**src/rtl/owscr_pkg.sv**
```systemverilog
package owscr_pkg;

  typedef enum logic [2:0] {
    REQ_SLOT      = 3'd0,
    REQ_LOAD      = 3'd1,
    REQ_BUS_RESET = 3'd2,
    REQ_LINK_ERR  = 3'd3,
    REQ_NO_RESP   = 3'd4
  } req_e;

  typedef enum logic [1:0] {
    PH_RECEIVE = 2'd0,
    PH_AWAIT   = 2'd1,
    PH_RESPOND = 2'd2,
    PH_CRC     = 2'd3
  } phase_e;

  localparam logic [7:0] CRC_POLY = 8'h8C;

  // Result word as it leaves the control logic; the response bit itself is
  // picked from the buffer read data one stage later when use_mem is set.
  typedef struct packed {
    logic       reply;
    logic       use_mem;
    logic [2:0] bit_pos;
    logic       cmd_ready;
    logic [7:0] cmd_byte;
    logic       error;
    logic       app_reset;
  } res_t;

  // Dallas CRC-8, reflected, one data byte folded in.
  function automatic logic [7:0] crc_fold(input logic [7:0] crc, input logic [7:0] data);
    logic [7:0] c;
    c = crc ^ data;
    for (int k = 0; k < 8; k++) begin
      if (c[0]) begin
        c = (c >> 1) ^ CRC_POLY;
      end else begin
        c = c >> 1;
      end
    end
    return c;
  endfunction

endpackage

```
**src/rtl/owscr_ram.sv**
```systemverilog
module owscr_ram #(
  parameter int Depth = 16,
  parameter int AddrW = 4
) (
  input  logic             clk_i,
  input  logic             we_i,
  input  logic [AddrW-1:0] waddr_i,
  input  logic [7:0]       wdata_i,
  input  logic             re_i,
  input  logic [AddrW-1:0] raddr_i,
  output logic [7:0]       rdata_o
);

  logic [7:0] mem [Depth];
  logic [7:0] rdata_q;

  always_ff @(posedge clk_i) begin
    if (we_i) begin
      mem[waddr_i] <= wdata_i;
    end
  end

  always_ff @(posedge clk_i) begin
    if (re_i) begin
      rdata_q <= mem[raddr_i];
    end
  end

  assign rdata_o = rdata_q;

endmodule

```
**src/rtl/owscr_ctrl.sv**
```systemverilog
module owscr_ctrl #(
  parameter int Depth = 16,
  parameter int AddrW = 4,
  parameter int LenW  = 5
) (
  input  logic                clk_i,
  input  logic                rst_ni,
  input  logic                accept_i,
  input  logic [2:0]          req_type_i,
  input  logic                master_bit_i,
  input  logic [7:0]          resp_byte_i,
  input  logic                resp_last_i,
  output owscr_pkg::res_t     res_o,
  output logic                mem_we_o,
  output logic [AddrW-1:0]    mem_waddr_o,
  output logic [7:0]          mem_wdata_o,
  output logic [AddrW-1:0]    mem_raddr_o
);

  import owscr_pkg::*;

  localparam logic [LenW-1:0] DepthL = LenW'(Depth);

  phase_e          phase_q, phase_d;
  logic [2:0]      bit_idx_q, bit_idx_d;
  logic [7:0]      shift_q, shift_d;
  logic [LenW-1:0] len_q, len_d;
  logic [LenW-1:0] byte_q, byte_d;
  logic [7:0]      crc_q, crc_d;

  req_e            req;
  logic [7:0]      shift_new;
  logic [LenW-1:0] byte_inc;
  logic            last_bit;

  assign req       = req_e'(req_type_i);
  assign shift_new = shift_q | (8'(master_bit_i) << bit_idx_q);
  assign byte_inc  = byte_q + LenW'(1);
  assign last_bit  = (bit_idx_q == 3'd7);

  // Next state.
  always_comb begin
    phase_d   = phase_q;
    bit_idx_d = bit_idx_q;
    shift_d   = shift_q;
    len_d     = len_q;
    byte_d    = byte_q;
    crc_d     = crc_q;
    case (req)
      REQ_SLOT: begin
        if (phase_q == PH_RECEIVE) begin
          bit_idx_d = bit_idx_q + 3'd1;
          if (last_bit) begin
            shift_d = '0;
            len_d   = '0;
            byte_d  = '0;
            crc_d   = '0;
            phase_d = PH_AWAIT;
          end else begin
            shift_d = shift_new;
          end
        end else if (phase_q == PH_AWAIT || !master_bit_i) begin
          phase_d   = PH_RECEIVE;
          bit_idx_d = '0;
          shift_d   = '0;
          len_d     = '0;
          byte_d    = '0;
          crc_d     = '0;
        end else if (phase_q == PH_RESPOND) begin
          bit_idx_d = bit_idx_q + 3'd1;
          if (last_bit) begin
            byte_d = byte_inc;
            if (byte_inc >= len_q) begin
              byte_d  = '0;
              phase_d = PH_CRC;
            end
          end
        end else begin
          bit_idx_d = bit_idx_q + 3'd1;
          if (last_bit) begin
            phase_d   = PH_RECEIVE;
            bit_idx_d = '0;
            shift_d   = '0;
            len_d     = '0;
            byte_d    = '0;
            crc_d     = '0;
          end
        end
      end
      REQ_LOAD: begin
        if (phase_q == PH_AWAIT) begin
          if (len_q >= DepthL) begin
            phase_d   = PH_RECEIVE;
            bit_idx_d = '0;
            shift_d   = '0;
            len_d     = '0;
            byte_d    = '0;
            crc_d     = '0;
          end else begin
            len_d = len_q + LenW'(1);
            crc_d = crc_fold(crc_q, resp_byte_i);
            if (resp_last_i) begin
              phase_d   = PH_RESPOND;
              bit_idx_d = '0;
              byte_d    = '0;
            end
          end
        end
      end
      REQ_BUS_RESET, REQ_LINK_ERR: begin
        phase_d   = PH_RECEIVE;
        bit_idx_d = '0;
        shift_d   = '0;
        len_d     = '0;
        byte_d    = '0;
        crc_d     = '0;
      end
      REQ_NO_RESP: begin
        if (phase_q == PH_AWAIT) begin
          phase_d   = PH_RECEIVE;
          bit_idx_d = '0;
          shift_d   = '0;
          len_d     = '0;
          byte_d    = '0;
          crc_d     = '0;
        end
      end
      default: begin
      end
    endcase
  end

  // Outputs: result word and buffer access.
  always_comb begin
    res_o       = '0;
    res_o.bit_pos = bit_idx_q;
    mem_we_o    = 1'b0;
    mem_waddr_o = len_q[AddrW-1:0];
    mem_wdata_o = resp_byte_i;
    mem_raddr_o = byte_q[AddrW-1:0];
    case (req)
      REQ_SLOT: begin
        res_o.reply = master_bit_i;
        if (phase_q == PH_RECEIVE) begin
          if (last_bit) begin
            res_o.cmd_ready = 1'b1;
            res_o.cmd_byte  = shift_new;
          end
        end else if (phase_q == PH_AWAIT || !master_bit_i) begin
          res_o.error = 1'b1;
        end else if (phase_q == PH_RESPOND) begin
          res_o.use_mem = 1'b1;
        end else begin
          res_o.reply = crc_q[bit_idx_q];
        end
      end
      REQ_LOAD: begin
        if (phase_q == PH_AWAIT) begin
          if (len_q >= DepthL) begin
            res_o.error = 1'b1;
          end else begin
            mem_we_o = accept_i;
          end
        end
      end
      REQ_BUS_RESET: res_o.app_reset = 1'b1;
      REQ_LINK_ERR:  res_o.error = 1'b1;
      default: begin
      end
    endcase
  end

  always_ff @(posedge clk_i or negedge rst_ni) begin
    if (!rst_ni) begin
      phase_q   <= PH_RECEIVE;
      bit_idx_q <= '0;
      shift_q   <= '0;
      len_q     <= '0;
      byte_q    <= '0;
      crc_q     <= '0;
    end else if (accept_i) begin
      phase_q   <= phase_d;
      bit_idx_q <= bit_idx_d;
      shift_q   <= shift_d;
      len_q     <= len_d;
      byte_q    <= byte_d;
      crc_q     <= crc_d;
    end
  end

endmodule

```
**src/rtl/one_wire_slave_command_responder.sv**
```systemverilog
// A result word passes through stage one and then the output register.
// One word per cycle unless the output stalls; one read port serves every slot.
// A word is accepted while a result waits at the output if stage one is empty.
// Reset (rst_ni low, asynchronous) returns to receive with all counters and
// the CRC cleared; the response buffer is not cleared and holds no valid bits.
module one_wire_slave_command_responder #(
  parameter int RESPONSE_DEPTH = 16
) (
  input  logic       clk_i,
  input  logic       rst_ni,
  input  logic       in_valid_i,
  output logic       in_ready_o,
  input  logic [2:0] req_type_i,
  input  logic       master_bit_i,
  input  logic [7:0] resp_byte_i,
  input  logic       resp_last_i,
  output logic       out_valid_o,
  input  logic       out_ready_i,
  output logic       reply_bit_o,
  output logic       cmd_ready_o,
  output logic [7:0] cmd_byte_o,
  output logic       error_o,
  output logic       app_reset_o
);

  import owscr_pkg::*;

  // Address width of the buffer, and a length width that can hold the depth itself.
  localparam int AddrW = (RESPONSE_DEPTH > 1) ? $clog2(RESPONSE_DEPTH) : 1;
  localparam int LenW  = $clog2(RESPONSE_DEPTH + 1);

  logic             accept;
  res_t             res;
  logic             mem_we;
  logic [AddrW-1:0] mem_waddr;
  logic [7:0]       mem_wdata;
  logic [AddrW-1:0] mem_raddr;
  logic [7:0]       mem_rdata;

  // Stage one holds the result word alongside the buffer read, which lands
  // in the memory's own output register on the same edge.
  logic s1_valid_q;
  res_t s1_res_q;
  logic s1_move;

  logic       out_valid_q;
  logic       reply_q;
  logic       cmd_ready_q;
  logic [7:0] cmd_byte_q;
  logic       error_q;
  logic       app_reset_q;

  assign s1_move    = s1_valid_q && (!out_valid_q || out_ready_i);
  assign in_ready_o = !s1_valid_q || s1_move;
  assign accept     = in_valid_i && in_ready_o;

  owscr_ctrl #(
    .Depth (RESPONSE_DEPTH),
    .AddrW (AddrW),
    .LenW  (LenW)
  ) u_ctrl (
    .clk_i        (clk_i),
    .rst_ni       (rst_ni),
    .accept_i     (accept),
    .req_type_i   (req_type_i),
    .master_bit_i (master_bit_i),
    .resp_byte_i  (resp_byte_i),
    .resp_last_i  (resp_last_i),
    .res_o        (res),
    .mem_we_o     (mem_we),
    .mem_waddr_o  (mem_waddr),
    .mem_wdata_o  (mem_wdata),
    .mem_raddr_o  (mem_raddr)
  );

  // Writes happen only on loads; every accepted word reads, but only a slot
  // uses its read data, so a read beside a load's write is never used.
  owscr_ram #(
    .Depth (RESPONSE_DEPTH),
    .AddrW (AddrW)
  ) u_ram (
    .clk_i   (clk_i),
    .we_i    (mem_we),
    .waddr_i (mem_waddr),
    .wdata_i (mem_wdata),
    .re_i    (accept),
    .raddr_i (mem_raddr),
    .rdata_o (mem_rdata)
  );

  always_ff @(posedge clk_i or negedge rst_ni) begin
    if (!rst_ni) begin
      s1_valid_q <= 1'b0;
    end else if (accept) begin
      s1_valid_q <= 1'b1;
    end else if (s1_move) begin
      s1_valid_q <= 1'b0;
    end
  end

  always_ff @(posedge clk_i) begin
    if (accept) begin
      s1_res_q <= res;
    end
  end

  always_ff @(posedge clk_i or negedge rst_ni) begin
    if (!rst_ni) begin
      out_valid_q <= 1'b0;
    end else if (s1_move) begin
      out_valid_q <= 1'b1;
    end else if (out_ready_i) begin
      out_valid_q <= 1'b0;
    end
  end

  // In the respond phase, the reply bit is taken from the buffer word just read.
  always_ff @(posedge clk_i) begin
    if (s1_move) begin
      reply_q     <= s1_res_q.use_mem ? mem_rdata[s1_res_q.bit_pos] : s1_res_q.reply;
      cmd_ready_q <= s1_res_q.cmd_ready;
      cmd_byte_q  <= s1_res_q.cmd_byte;
      error_q     <= s1_res_q.error;
      app_reset_q <= s1_res_q.app_reset;
    end
  end

  assign out_valid_o = out_valid_q;
  assign reply_bit_o = reply_q;
  assign cmd_ready_o = cmd_ready_q;
  assign cmd_byte_o  = cmd_byte_q;
  assign error_o     = error_q;
  assign app_reset_o = app_reset_q;

`ifndef NO_ASSERTIONS
  // A word in stage one with an empty output register moves on at once.
  a_s1_drains : assert property (@(posedge clk_i) disable iff (!rst_ni)
    s1_valid_q && !out_valid_q |=> out_valid_q)
    else $error("stage one word was not moved to the output");

  // A completed command never coincides with an error or a bus reset.
  a_flags_exclusive : assert property (@(posedge clk_i) disable iff (!rst_ni)
    out_valid_o |-> !(cmd_ready_o && (error_o || app_reset_o)) && !(error_o && app_reset_o))
    else $error("conflicting status flags in one result word");

  // The command byte is zero unless a command has just completed.
  a_cmd_byte_zero : assert property (@(posedge clk_i) disable iff (!rst_ni)
    out_valid_o && !cmd_ready_o |-> cmd_byte_o == 8'd0)
    else $error("command byte set without cmd_ready");
`endif

endmodule

```
**config.mk**
```make
export PLATFORM = sky130hd
export DESIGN_NAME = one_wire_slave_command_responder
export DESIGN_NICKNAME = d
export VERILOG_FILES = /design/src/rtl/owscr_pkg.sv /design/src/rtl/owscr_ram.sv /design/src/rtl/owscr_ctrl.sv /design/src/rtl/one_wire_slave_command_responder.sv
export SDC_FILE = /design/constraint.sdc
export NUM_CORES = 1
export LEC_CHECK = 0
export BUFFER_PORTS_ARGS = -buffer_cell sky130_fd_sc_hd__buf_4
export CAP_MARGIN = 10
export CORE_ASPECT_RATIO = 1.5
export CORE_MARGIN = 2
export CORE_UTILIZATION = 65
export DETAILED_ROUTE_END_ITERATION = 10
export PLACE_DENSITY = 0.85
export SLEW_MARGIN = 20
export SYNTH_ARGS = -nofsm -noshare
export SYNTH_HDL_FRONTEND = slang
export SYNTH_SLANG_ARGS = --single-unit
```
**constraint.sdc**
```tcl
create_clock -name clk_i -period 9.37 [get_ports clk_i]
set_input_delay 0.4685 -clock clk_i [delete_from_list [all_inputs] [get_ports clk_i]]
set_output_delay 0.4685 -clock clk_i [all_outputs]
set_load 0.005 [all_outputs]
```
Word level (Yosys, flattened, before mapping)

Memory sizes are Yosys's and may differ from the RTL's. A register that Yosys moved wholly into a read port is not among the register bits.
Index checks and enable logic that the tools add are counted.

Register bits after elaboration: 61
Bits in writable memories: 128
Memories kept: 1

Memories:

| name      | words | bits a word | read ports | clocked after Yosys merged registers in | write ports | RTL line        | text |
|---|---|---|---|---|---|---|---|
| u_ram.mem | 16    | 8           | 1          | 1                                       | 1           | owscr_ram.sv:14 | `logic [7:0] mem [Depth];` |

$add $sub $neg: 3
Order comparisons: 4
Eq/ne operators: 17
Shift-type cells: 1
Muxes and demuxes: 109
Bitwise gates (word level): 11
Reduce and logical (&&, ||, !) cells: 22

Operators by type and width:

| kind                                               | number |
|---|---|
| 2-to-1 mux 8 bit                                   | 43 |
| 2-to-1 mux 5 bit                                   | 16 |
| case mux 8 bit (4 select lines)                    | 2 |
| case mux 5 bit (4 select lines)                    | 2 |
| 2-to-1 mux 2 bit                                   | 13 |
| 2-to-1 mux 3 bit                                   | 8 |
| inverter 2 -> 3 bit                                | 8 |
| 2-to-1 mux 1 bit                                   | 19 |
| case mux 3 bit (4 select lines)                    | 1 |
| adder 5 x 1 -> 5 bit, second input constant        | 2 |
| != test 5 x 2 -> 1 bit, second input constant      | 2 |
| AND reduction 5 bit                                | 2 |
| 2-to-1 mux 9 bit                                   | 1 |
| < comparator 3 x 4 -> 1 bit, second input constant | 2 |
| OR 8 bit                                           | 1 |
| case mux 2 bit (4 select lines)                    | 1 |
| AND reduction 8 bit                                | 1 |
| left shift 1 x 3 -> 8 bit                          | 1 |
| bitwise XOR 8 bit                                  | 1 |
| AND reduction 7 bit                                | 1 |
| binary-select mux 1 bit (select 3 bit)             | 2 |
| == test 3 x 2 -> 1 bit, second input constant      | 2 |
| == test 3 bit, second input constant               | 2 |
| != test 2 x 1 -> 1 bit, second input constant      | 3 |
| other kinds (24)                                   | 31 |

Depth between registers and ports, before layout

Gate-level depths: netlist of the first run.

Depth in word-level cells: 41
Gate-level depth with buffers: 10

By module

A second synthesis of the first run with hierarchy kept.

Cell total of the unflattened synthesis: 524
Area, all modules: 8540.7 µm²

Modules (own cells, without submodules):

| module                           | times used | cells an instance | area an instance (µm²) | seq. area each (µm²) |
|---|---|---|---|---|
| owscr_ram                        | 1          | 229               | 5227.5                 | 4083.9 |
| owscr_ctrl                       | 1          | 251               | 2299.7                 | 775.7 |
| one_wire_slave_command_responder | 1          | 44                | 1013.5                 | 890.9 |

Least setup slack after synthesis of the first run

No wires, ideal clock.

Path kind: input port to flip-flop
Start point: input port out_ready_i
End point: memory u_ram.mem[3][0], enable pin
Arrival time: 2.688 ns
Required time: 8.987 ns
Setup slack: 6.299 ns
Stages: 7
Buffers on the path: 2
Cells stage by stage: nand3b_4 and2_1 clkbuf_1 and3_1 buf_2 nand2_1 nor3_1

Longest elaborated chain between the ends: 9

RTL lines:

| what                                   | RTL line                               | text |
|---|---|---|
| from (decl)                            | one_wire_slave_command_responder.sv:18 | `input logic out_ready_i,` |
| logical OR 1 bit                       | one_wire_slave_command_responder.sv:53 | `assign s1_move = s1_valid_q && (!out_valid_q \|\| out_ready_i);` |
| logical AND 1 bit                      | one_wire_slave_command_responder.sv:53 |  |
| logical OR 1 bit                       | one_wire_slave_command_responder.sv:54 | `assign in_ready_o = !s1_valid_q \|\| s1_move;` |
| logical AND 1 bit                      | one_wire_slave_command_responder.sv:55 | `assign accept = in_valid_i && in_ready_o;` |
| named net accept                       | one_wire_slave_command_responder.sv:32 | `logic accept;` |
| 2-to-1 mux 1 bit                       | owscr_ctrl.sv:159                      | `if (len_q >= DepthL) begin` |
| 2-to-1 mux 1 bit                       | owscr_ctrl.sv:158                      | `if (phase_q == PH_AWAIT) begin` |
| 2-to-1 mux 1 bit                       | owscr_ctrl.sv:141                      | `case (req)` |
| 2-to-1 mux 1 bit                       | owscr_ram.sv:18                        | `if (we_i) begin` |
| 2-to-1 mux 1 bit (implied by the code) | owscr_ram.sv:19                        | `mem[waddr_i] <= wdata_i;` |
| to (decl)                              | owscr_ram.sv:14                        |  |

The timed path passes the listed nets, and every way through them passes these cells.

Worst setup path after layout of the first run

Start point: register u_ctrl.byte_q[0]
End point: register u_ctrl.byte_q[2]

Longest elaborated chain between the ends: 8

RTL lines:

| what                                | RTL line          | text |
|---|---|---|
| from (decl)                         | owscr_ctrl.sv:28  | `logic [LenW-1:0] byte_q, byte_d;` |
| from (signal assigned)              | owscr_ctrl.sv:186 | `byte_q <= byte_d;` |
| adder 5 x 1 -> 5 bit (*)            | owscr_ctrl.sv:38  | `assign byte_inc = byte_q + LenW'(1);` |
| greater-or-equal comparator 5 bit   | owscr_ctrl.sv:73  | `if (byte_inc >= len_q) begin` |
| 2-to-1 mux 5 bit (*)                | owscr_ctrl.sv:73  |  |
| 2-to-1 mux 5 bit (*)                | owscr_ctrl.sv:71  | `if (last_bit) begin` |
| 2-to-1 mux 5 bit (*)                | owscr_ctrl.sv:69  | `end else if (phase_q == PH_RESPOND) begin` |
| 2-to-1 mux 5 bit (*)                | owscr_ctrl.sv:62  | `end else if (phase_q == PH_AWAIT \|\| !master_bit_i) begin` |
| 2-to-1 mux 5 bit (*)                | owscr_ctrl.sv:51  | `if (phase_q == PH_RECEIVE) begin` |
| case mux 5 bit (4 select lines) (*) | owscr_ctrl.sv:49  | `case (req)` |

Every way passes the cells marked *; elsewhere a longest branch is shown, timed or not. The select of a mux whose other input is x is not followed.
A chain may end at the register's enable or synchronous reset.

==> results.py, run 1 <==
metrics = {
    "floorplanning": {
        "die-width_um": 96.4,
        "die_h_um": 143,
        "placeableCoreArea_mm2": 0.0125,
        "top_level_ports": 31,
        "die-area_mm2": 0.0137,
        "start_util": 0.665,
        "rows": 50,
    },
    "cells_and_area": {
        "nNetsFinal": 534,
        "fraction_of_layout_cells_with_a_size_suffix_above_1": 0.248,
        "final_core_util": 0.740,
        "multiInputGateArea_mm2": 0.00242,
        "num_antenna_cells": 0,
        "areaGrowthSynthToFinish_pct": 11.3,
        "instances_no_fill": 673,
        "number_of_fill_cells_in_the_layout": 708,
        "ff_latch_area_mm2": 0.00575,
        "layout.cell_area.non_filler_mm2": 0.00926,
    },
    "clock_network": {
        "clk_path_buf_depth": 2,
        "hold_buffers": 1,
        "h-tree-depth": 4,
        "path_clk_slew_ns": 0.07,
        "cts_made_buffers": 17,
        "cts.repair_timing.setup_buffer_count": 0,
        "tritoncts": "done",
        "clockRootBuffer": "clkbuf_16",
        "cts.repair.resized": 0,
        "clock_latency_ns": 0.43,
        "clock-sinks": 197,
    },
    "synth": {
        "async_reset_ff_frac": 0.168,
        "yosysMostFrequentCell": "edfxtp_1",
        "ys_seq_elements": 197,
        "ys_seq_area_frac": 0.691,
        "syn_area_per_cell_um2": 17.5,
        "synth.top_cells.by_area": "edfxtp_1, mux4_2, dfrtp_1",
        "most_frequent_cells_after_synthesis": "edfxtp_1, mux4_2, nor2_1",
        "dominantRegCellSynth": "edfxtp_1",
        "syn_nets": 505,
        "synth.largest_area_cell": "edfxtp_1",
        "post_synth_edffs": 164,
        "netlist.area_leader.share": 0.592,
        "distinct_cells_synth": 58,
        "postSynthCellCount": 476,
        "synthesis.area_mm2": 0.00832,
        "ys.warnings.count": 0,
    },
    "placement": {
        "area_after_dpl_mm2": 0.00864,
        "hpwlAfterDp_um": 11100,
        "gp_congestion": 0.890,
        "placedCellCount": 641,
        "port-buffer-count": 30,
    },
    "power_and_ir_drop": {
        "swShare": 0.246,
        "seqPwrFrac": 0.525,
        "ir_drop_worst_case_vdd_v": 0.000165,
        "power.net_switching_uw": 477,
        "share_comb_of_total_power": 0.098,
        "powerDensity_mw_per_mm2": 209,
        "share_of_total_power_in_the_clock_network": 0.377,
        "total_power_mw": 1.94,
        "cellInternalPower_mw": 1.46,
        "power.leakage_nw": 3.18,
    },
    "timing": {
        "finalHoldViolCount": 0,
        "final.setup.tns_ns": 0,
        "setup-violations-final": 0,
        "grt_setup_unrepaired": "no",
        "maxClockFrequency_ghz": 0.309,
        "fin_worst_skew_ns": 0.00979,
        "worstMarginPinSlew_ns": 1.11,
        "finalMaxSlewViolations": 0,
        "final_min_period_over_clock_period": 0.346,
        "timing.final.crit_period_ns": 3.24,
        "timing.slew.headroom": 0.257,
    },
    "outcome": {
        "outcome": "completed",
    },
    "global_route": {
        "grt_remaining_overflow": 0,
        "grt_first_pass_wirelength_um": 26900,
        "grt_util_all_layers": 0.282,
        "antenna_violations_before_repair": 0,
        "first_global_vias": 4673,
        "pin_count_of_the_biggest_net_entering_global_routing": 37,
    },
    "hold_path": {
        "holdCritStartpoint": "in_valid_i",
        "timing.hold.worst_path_depth": 2,
        "hold_path_end": "s1_valid_q$_DFFE_PN0P_",
        "timing.hold.worst.class": "in -> reg",
    },
    "critical_path": {
        "critical_path_class": "reg -> reg",
        "rr_startpoint": "u_ctrl.byte_q[0]$_DFFE_PN0P_",
        "cpPeakStageDelay_ns": 0.53,
        "critical_path_required_ns": 9.73,
        "cpLargestDelayFamily": "compound AO/OA/AOI/OAI gates",
        "worst_r2r_endpoint": "u_ctrl.byte_q[2]$_DFFE_PN0P_",
        "worst_ep_arrival_time_ns": 3.60,
        "end_kind": "flop",
        "worst_setup_path_start_kind": "flop",
        "cp.buffers_inverters": 1,
        "reg2reg_setup_slack_ns": 6.13,
        "cell_with_the_most_instances_on_the_worst_path": "ha_1",
        "cpMaxStageDelayCell": "buf_4",
        "worst-path-max-fanout": 36,
        "crit_path_cell_trace": "buf_4, ha_1, nand3_1, xnor2_1, ha_1, a21oi_1, nand2_1, a31oi_1, nor4b_4, a311o_1",
        "r2r.worst_path.cells": 10,
    },
    "detailed_routing": {
        "drt_drc_violations_left": 0,
        "post_drt_wl_per_cell_um": 25.9,
        "routed-wl-met3_um": 832,
        "drt-initial-drc-count": 362,
        "detailedRoute.firstPassIterationCount": 5,
        "highest_layer": "met4",
        "m1WireLength_um": 6300,
        "vias_per_cell": 6.71,
        "detailroute.via_count": 4513,
        "wl_um": 17400,
        "detailroute.wirelength.met2_um": 9500,
        "antenna_violating_nets_post_route": 0,
    },
    "flow_run": {
        "maxCapViolCount": 0,
    },
}
==> cells in the final DEF (no fill, tap or decap), types with 12 or more instances in the layout <==
cell type	instances
buf_4	33
dfrtp_1	32
nor2_1	40
clkbuf_16	17
edfxtp_1	164
ha_1	12
a21oi_1	15
xnor2_1	16
nand2_1	24
mux4_2	44
o21ai_0	13
==> metrics by stage <==
step	hold WS [ns]	worst slack, ns
2_1_floorplan	0.173	6.30
3_3_place_gp	0.403	6.44
3_5_place_dp	0.405	6.19
4_1_cts	0.242	6.11
5_1_grt	0.260	5.98
6_report	0.252	6.13
==> power groups by stage <==
stage	Sequential, mW	Combinational, mW	Clock (mW)
after floorplan	1.02	0.142	0
after global placement	1.03	0.175	0
after detailed placement	1.03	0.183	0
after CTS	1.02	0.188	0.739
after global routing	1.02	0.206	0.778
final	1.02	0.190	0.732
==> state kept, by name, indices dropped and copies added, names as in the netlist <==
signal and flops:
u_ctrl.len_q 5, s1_res_q 16, cmd_byte_o 8, cmd_ready_o 1, u_ctrl.crc_q 8, error_o 1
app_reset_o 1, out_valid_o 1, u_ctrl.phase_q 2, u_ctrl.shift_q 8, u_ram.rdata_o 8, reply_bit_o 1
s1_valid_q 1, u_ram.mem 128, u_ctrl.bit_idx_q 3, u_ctrl.byte_q 5
==> cell type report <==
type,count,share of cell area
Sequential cell,197,0.621
Multi-Input combinational cell,245,0.262
Clock buffer,17,0.0460
Timing Repair Buffer,34,0.0278
Tap cell,156,0.0211
Clock inverter,14,0.0181
Inverter,10,0.00406
==> kinds of logic after synthesis <==
family / Yosys count / synth area share
AND/OR/NAND/NOR: 104 / 0.0660
AO/OA/AOI/OAI: 59 / 0.0556
flip-flops: 197 / 0.691
adder cells (fa/ha/maj): 12 / 0.0180
XOR/XNOR: 22 / 0.0259
buffers and inverters: 34 / 0.0190
multiplexers: 48 / 0.124
==> worst max path at each step <==
| stage | endpoint | slack [ns] | depth (start not counted) | startpoint |
|---|---|---|---|---|
| detailed placement | u_ctrl.byte_q[2]$_DFFE_PN0P_ | 6.19 | 10 | u_ctrl.byte_q[0]$_DFFE_PN0P_ |
| finish | u_ctrl.byte_q[2]$_DFFE_PN0P_ | 6.13 | 10 | u_ctrl.byte_q[0]$_DFFE_PN0P_ |
| global route | u_ctrl.byte_q[2]$_DFFE_PN0P_ | 5.98 | 10 | u_ctrl.byte_q[0]$_DFFE_PN0P_ |
| CTS | u_ctrl.byte_q[2]$_DFFE_PN0P_ | 6.11 | 10 | u_ctrl.byte_q[0]$_DFFE_PN0P_ |
| global placement | u_ctrl.byte_q[0]$_DFFE_PN0P_ | 6.44 | 10 | u_ctrl.byte_q[0]$_DFFE_PN0P_ |
| floorplan | u_ram.mem[3][0]$_DFFE_PP_ | 6.30 | 7 | out_ready_i |
==> worst register-to-register path: cells and delay by family (launching register included) <==
family / cells / cell delay (ns)
buf+inv: 1 / 0.53
fa+ha+maj: 2 / 0.66
compound gates: 3 / 0.71
simple gates: 3 / 0.61
xor+xnor: 1 / 0.30
flops: 1 / 0.35
==> layer usage <==
metal	up-vias	global-route usage
met5	-	0
met4	0	0.142
met3	51	0.0704
met2	189	0.473
met1	2349	0.333
li1	1924	-
Note: power is estimated with default switching activity, not from simulation.
==> run 2: changes to the inputs <==
--- a/config.mk
+++ b/config.mk
@@ -9,9 +9,9 @@
 export CAP_MARGIN = 10
 export CORE_ASPECT_RATIO = 1.5
 export CORE_MARGIN = 2
-export CORE_UTILIZATION = 65
+export CORE_UTILIZATION = 61
 export DETAILED_ROUTE_END_ITERATION = 10
-export PLACE_DENSITY = 0.85
+export PLACE_DENSITY = 0.81
 export SLEW_MARGIN = 20
 export SYNTH_ARGS = -nofsm -noshare
 export SYNTH_HDL_FRONTEND = slang
==> constraint.sdc (replaced) <==
create_clock -name clk_i -period 3.3 [get_ports clk_i]
set_input_delay 0.165 -clock clk_i [delete_from_list [all_inputs] [get_ports clk_i]]
set_output_delay 0.165 -clock clk_i [all_outputs]
set_load 0.005 [all_outputs]
==> results.py, run 2 (synthesis gave the netlist of run 1 again) <==
metrics = {
    "cells_and_area": {
        "instances_no_fill": 698,
        "final_common_cell": "edfxtp_1",
        "largest_register_ff_count": 128,
        "layout.cell_area.non_filler_mm2": 0.00939,
        "final_core_util": 0.701,
        "biggestRegsByFlops": "u_ram.mem (128), s1_res_q (16)",
        "top_register": "u_ram.mem",
        "layout.cells.most_common_list": "edfxtp_1, buf_4, mux4_2, nor2_1, dfrtp_1",
        "areaGrowthSynthToFinish_pct": 12.9,
        "fraction_of_layout_cells_with_a_size_suffix_above_1": 0.267,
        "num_antenna_cells": 0,
        "nNetsFinal": 552,
        "number_of_fill_cells_in_the_layout": 814,
    },
    "power_and_ir_drop": {
        "total_power_mw": 5.43,
        "power.leakage_nw": 3.27,
        "powerDensity_mw_per_mm2": 579,
        "ir_drop_worst_case_vdd_v": 0.000350,
    },
    "hold_path": {
        "timing.hold.worst_path_depth": 3,
        "timing.hold.worst.class": "in -> reg",
    },
    "critical_path": {
        "critical_path_required_ns": 3.67,
        "cp.buffers_inverters": 0,
        "worst-path-max-fanout": 8,
        "worst_setup_path_start_kind": "flop",
        "cp_num_cells": 9,
        "cpLargestDelayFamily": "simple AND/OR/NAND/NOR gates",
        "cpMaxStageDelayCell": "dfrtp_2",
        "cell_with_the_most_instances_on_the_worst_path": "ha_1",
        "crit_path_cell_trace": "ha_1, nand3_1, xnor2_1, ha_1, a21oi_1, nand2_1, a31oi_1, nor4b_4, mux2_2",
        "end_kind": "flop",
        "worst_ep_arrival_time_ns": 3.11,
        "cpPeakStageDelay_ns": 0.50,
        "r2r.worst_path.cells": 9,
        "critical_path_class": "reg -> reg",
    },
    "detailed_routing": {
        "drt-initial-drc-count": 438,
        "vias_per_cell": 6.33,
        "antenna_violating_nets_post_route": 0,
        "post_drt_wl_per_cell_um": 23.9,
        "detailroute.via_count": 4420,
        "drt_drc_violations_left": 0,
        "wl_um": 16700,
        "detailedRoute.firstPassIterationCount": 5,
    },
    "floorplanning": {
        "die-width_um": 99.4,
        "top_level_ports": 31,
        "die_h_um": 147,
        "start_util": 0.621,
        "placeableCoreArea_mm2": 0.0134,
        "rows": 52,
        "die-area_mm2": 0.0146,
    },
    "clock_network": {
        "path_clk_slew_ns": 0.07,
        "clock_latency_ns": 0.43,
        "tritoncts": "done",
        "clk_path_buf_depth": 2,
        "clockRootBuffer": "clkbuf_16",
        "clock-sinks": 197,
        "cts_made_buffers": 17,
        "h-tree-depth": 4,
        "cts.repair.resized": 0,
    },
    "timing": {
        "finalHoldViolCount": 0,
        "final.setup.tns_ns": 0,
        "timing.final.crit_period_ns": 2.74,
        "holdWs_ns": 0.0128,
        "grt_setup_unrepaired": "no",
        "final_critical_path_setup_slack_ns": 0.562,
        "setup-violations-final": 0,
        "final_min_period_over_clock_period": 0.830,
        "finalMaxSlewViolations": 0,
        "maxClockFrequency_ghz": 0.365,
        "worstMarginPinSlew_ns": 0.647,
        "timing.slew.headroom": 0.566,
        "fin_worst_skew_ns": 0.0115,
    },
    "placement": {
        "place_ws_ns": 0.684,
        "placedCellCount": 664,
        "port-buffer-count": 30,
        "area_after_dpl_mm2": 0.00878,
        "hpwlAfterDp_um": 11100,
        "gp_congestion": 0.834,
    },
    "global_route": {
        "grt_first_pass_wirelength_um": 26500,
        "grt_remaining_overflow": 0,
        "first_global_vias": 4724,
        "antenna_violations_before_repair": 0,
        "grt_util_all_layers": 0.246,
        "pin_count_of_the_biggest_net_entering_global_routing": 35,
    },
    "outcome": {
        "outcome": "completed",
    },
    "flow_run": {
        "maxCapViolCount": 0,
    },
}
run 2: timing repair:
item	CTS	global route
hold endpoints to repair	34	0
hold buffers	2	0
setup buffers	0	0
run 2: cell type report:
class | count | area, µm² | area share
clock buffers | 17 | 425 | 0.0453
repair buffers | 52 | 395 | 0.0421
multi-input cells | 245 | 2410 | 0.257
inverters | 10 | 37.5 | 0.00400
clock inverters | 15 | 165 | 0.0176
flip-flops and latches | 197 | 5750 | 0.613
well taps | 162 | 203 | 0.0216
run 2: power breakdown:
group / internal, mW / switching, mW
clock: 1.08 / 0.947
sequential: 2.78 / 0.0954
combinational: 0.236 / 0.297
total: 4.09 / 1.34
run 2: worst register-to-register path: stages (launching register included):
cell and delay (ns):
dfrtp_2 0.50, ha_1 0.29, nand3_1 0.12, xnor2_1 0.27, ha_1 0.30, a21oi_1 0.13
nand2_1 0.08, a31oi_1 0.35, nor4b_4 0.41, mux2_2 0.23
run 2: final timing paths:
| kind | start | endpoint | slack [ns] |
|---|---|---|---|
| min in group asynchronous | rst_ni | u_ctrl.len_q[0]$_DFFE_PN0P_ | 0.22 |
| max in group asynchronous | rst_ni | u_ctrl.byte_q[0]$_DFFE_PN0P_ | 2.75 |
| max reg2reg | u_ctrl.byte_q[0]$_DFFE_PN0P_ | u_ctrl.byte_q[0]$_DFFE_PN0P_ | 0.56 |
| min reg2reg | s1_res_q[4]$_SDFFCE_PN0P_ | cmd_byte_o[2]$_DFFE_PP_ | 0.42 |
| max | u_ctrl.byte_q[0]$_DFFE_PN0P_ | u_ctrl.byte_q[0]$_DFFE_PN0P_ | 0.56 |
| min | out_ready_i | out_valid_o$_DFFE_PN0P_ | 0.01 |
run 2: layer usage:
| layer | vias up | track usage | wire [µm] |
|---|---|---|---|
| li1 | 1954 | - | - |
| met3 | 46 | 0.0447 | 714 |
| met1 | 2267 | 0.295 | 6060 |
| met2 | 153 | 0.426 | 9090 |
| met4 | 0 | 0.121 | 789 |
| met5 | - | 0 | 0 |
==> run 3: changes to the inputs <==
==> constraint.sdc (replaced) <==
create_clock -name clk_i -period 2.9 [get_ports clk_i]
set_input_delay 0.145 -clock clk_i [delete_from_list [all_inputs] [get_ports clk_i]]
set_output_delay 0.145 -clock clk_i [all_outputs]
set_load 0.005 [all_outputs]
==> results.py, run 3 (synthesis gave the netlist of run 1 again) <==
metrics = {
    "timing": {
        "timing.slew.headroom": 0.568,
        "setup-violations-final": 0,
        "final.setup.tns_ns": 0,
        "finalHoldViolCount": 0,
        "finalMaxSlewViolations": 0,
        "timing.final.crit_period_ns": 2.55,
        "worstMarginPinSlew_ns": 0.644,
        "final_min_period_over_clock_period": 0.879,
        "fin_worst_skew_ns": 0.00919,
        "grt_setup_unrepaired": "no",
        "maxClockFrequency_ghz": 0.392,
    },
    "cells_and_area": {
        "biggestRegsByFlops": "u_ram.mem (128), s1_res_q (16)",
        "num_antenna_cells": 0,
        "top_register": "u_ram.mem",
        "areaGrowthSynthToFinish_pct": 13.7,
        "nNetsFinal": 556,
        "largest_register_ff_count": 128,
        "instances_no_fill": 702,
        "final_core_util": 0.705,
        "layout.cells.most_common_list": "edfxtp_1, buf_4, mux4_2, nor2_1, dfrtp_1",
        "fraction_of_layout_cells_with_a_size_suffix_above_1": 0.272,
        "number_of_fill_cells_in_the_layout": 829,
        "layout.cell_area.non_filler_mm2": 0.00946,
        "final_common_cell": "edfxtp_1",
    },
    "detailed_routing": {
        "m1WireLength_um": 5950,
        "wl_um": 16000,
        "vias_per_cell": 6.21,
        "detailroute.wirelength.met2_um": 9010,
        "drt_drc_violations_left": 0,
        "antenna_violating_nets_post_route": 0,
        "routed-wl-met3_um": 547,
        "drt-initial-drc-count": 327,
        "detailroute.via_count": 4360,
        "highest_layer": "met4",
        "detailedRoute.firstPassIterationCount": 4,
        "post_drt_wl_per_cell_um": 22.8,
    },
    "power_and_ir_drop": {
        "power.net_switching_mw": 1.58,
        "share_of_total_power_in_the_clock_network": 0.383,
        "power.leakage_nw": 3.30,
        "powerDensity_mw_per_mm2": 664,
        "cellInternalPower_mw": 4.70,
        "swShare": 0.252,
        "seqPwrFrac": 0.518,
        "ir_drop_worst_case_vdd_v": 0.000494,
        "share_comb_of_total_power": 0.100,
    },
    "global_route": {
        "first_global_vias": 4674,
        "grt_util_all_layers": 0.237,
        "antenna_violations_before_repair": 0,
        "grt_first_pass_wirelength_um": 25500,
        "pin_count_of_the_biggest_net_entering_global_routing": 34,
        "grt_remaining_overflow": 0,
    },
    "placement": {
        "gp_congestion": 0.884,
        "hpwlAfterDp_um": 11100,
        "port-buffer-count": 30,
        "area_after_dpl_mm2": 0.00880,
        "placedCellCount": 667,
    },
    "critical_path": {
        "end_kind": "flop",
        "reg2reg_setup_slack_ns": 0.35,
        "worst-path-max-fanout": 11,
        "worst_ep_arrival_time_ns": 2.91,
        "critical_path_required_ns": 3.26,
        "worst_setup_path_start_kind": "flop",
        "critical_path_class": "reg -> reg",
    },
    "clock_network": {
        "cts_made_buffers": 17,
        "cts.repair_timing.setup_buffer_count": 0,
        "path_clk_slew_ns": 0.08,
        "tritoncts": "done",
        "clockRootBuffer": "clkbuf_16",
        "h-tree-depth": 4,
        "clock_latency_ns": 0.43,
        "clock-sinks": 197,
        "clk_path_buf_depth": 2,
    },
    "flow_run": {
        "maxCapViolCount": 0,
    },
    "floorplanning": {
        "placeableCoreArea_mm2": 0.0134,
        "die_h_um": 147,
        "top_level_ports": 31,
        "die-width_um": 99.4,
        "start_util": 0.621,
        "rows": 52,
        "die-area_mm2": 0.0146,
    },
    "hold_path": {
        "timing.hold.worst.class": "in -> reg",
    },
    "outcome": {
        "outcome": "completed",
    },
}
-- run 3: cell types whose count changed in the layout (fill, tap and decap cells not counted) --
cell,delta
clkinv_4,-3
dlygate4sd3_1,+1
clkinvlp_4,+1
clkinv_1,-1
clkinv_8,+3
buf_4,+3
inv_6,+2
clkinv_2,-2
-- run 3: stage by stage --
stage	setup WS [ns]	power (mW)	hold slack, ns
after floorplan	0.345	3.74	-0.151
after global routing	0.185	6.51	0.0510
after detailed placement	0.456	3.93	0.117
after global placement	0.553	3.91	0.106
after CTS	0.390	6.31	0.0327
final	0.351	6.28	0.0486
-- run 3: layout make-up --
class / instances / area, µm² / share of cell area
Clock buffer: 17 / 425 / 0.0450
Timing Repair Buffer: 56 / 428 / 0.0453
Tap cell: 162 / 203 / 0.0214
Inverter: 10 / 37.5 / 0.00397
Clock inverter: 15 / 199 / 0.0210
Multi-Input combinational cell: 245 / 2410 / 0.255
Sequential cell: 197 / 5750 / 0.608
-- run 3: final timing paths --
path | start | endpoint | depth (start not counted)
setup / recovery | u_ctrl.byte_q[3]$_DFFE_PN0P_ | u_ctrl.byte_q[0]$_DFFE_PN0P_ | 8
max in group asynchronous | rst_ni | u_ctrl.byte_q[0]$_DFFE_PN0P_ | 2
setup reg to reg | u_ctrl.byte_q[3]$_DFFE_PN0P_ | u_ctrl.byte_q[0]$_DFFE_PN0P_ | 8
hold / removal | resp_byte_i[6] | u_ram.mem[2][6]$_DFFE_PP_ | 1
hold reg to reg | s1_res_q[6]$_SDFFCE_PN0P_ | cmd_byte_o[4]$_DFFE_PP_ | 0
min in group asynchronous | rst_ni | s1_valid_q$_DFFE_PN0P_ | 2
-- run 3: routing by layer --
metal	track usage	up-vias
met5	0	-
met4	0.102	0
met3	0.0423	30
met2	0.417	123
met1	0.285	2244
li1	-	1963
-- run 3: power by group through the flow --
stage / logic [mW] / registers [mW] / clock network, mW
floorplan: 0.460 / 3.28 / 0
global placement: 0.602 / 3.31 / 0
detailed placement: 0.624 / 3.31 / 0
CTS: 0.630 / 3.25 / 2.43
global route: 0.694 / 3.26 / 2.55
finish: 0.627 / 3.25 / 2.40
-- run 3: critical path, stage by stage (launching register included) --
cell,delay [ns]
dfrtp_1,0.65
nand3_1,0.18
xnor2_1,0.24
ha_1,0.28
a21oi_1,0.14
nand2_1,0.06
a31oi_1,0.29
nor4b_4,0.41
mux2_2,0.23
-- run 3: what timing repair did --
item / in CTS / in global routing
hold buffers: 3 / 0
setup endpoints to repair: 0 / 0
hold endpoints to repair: 35 / 0
resized for setup: 0 / 0
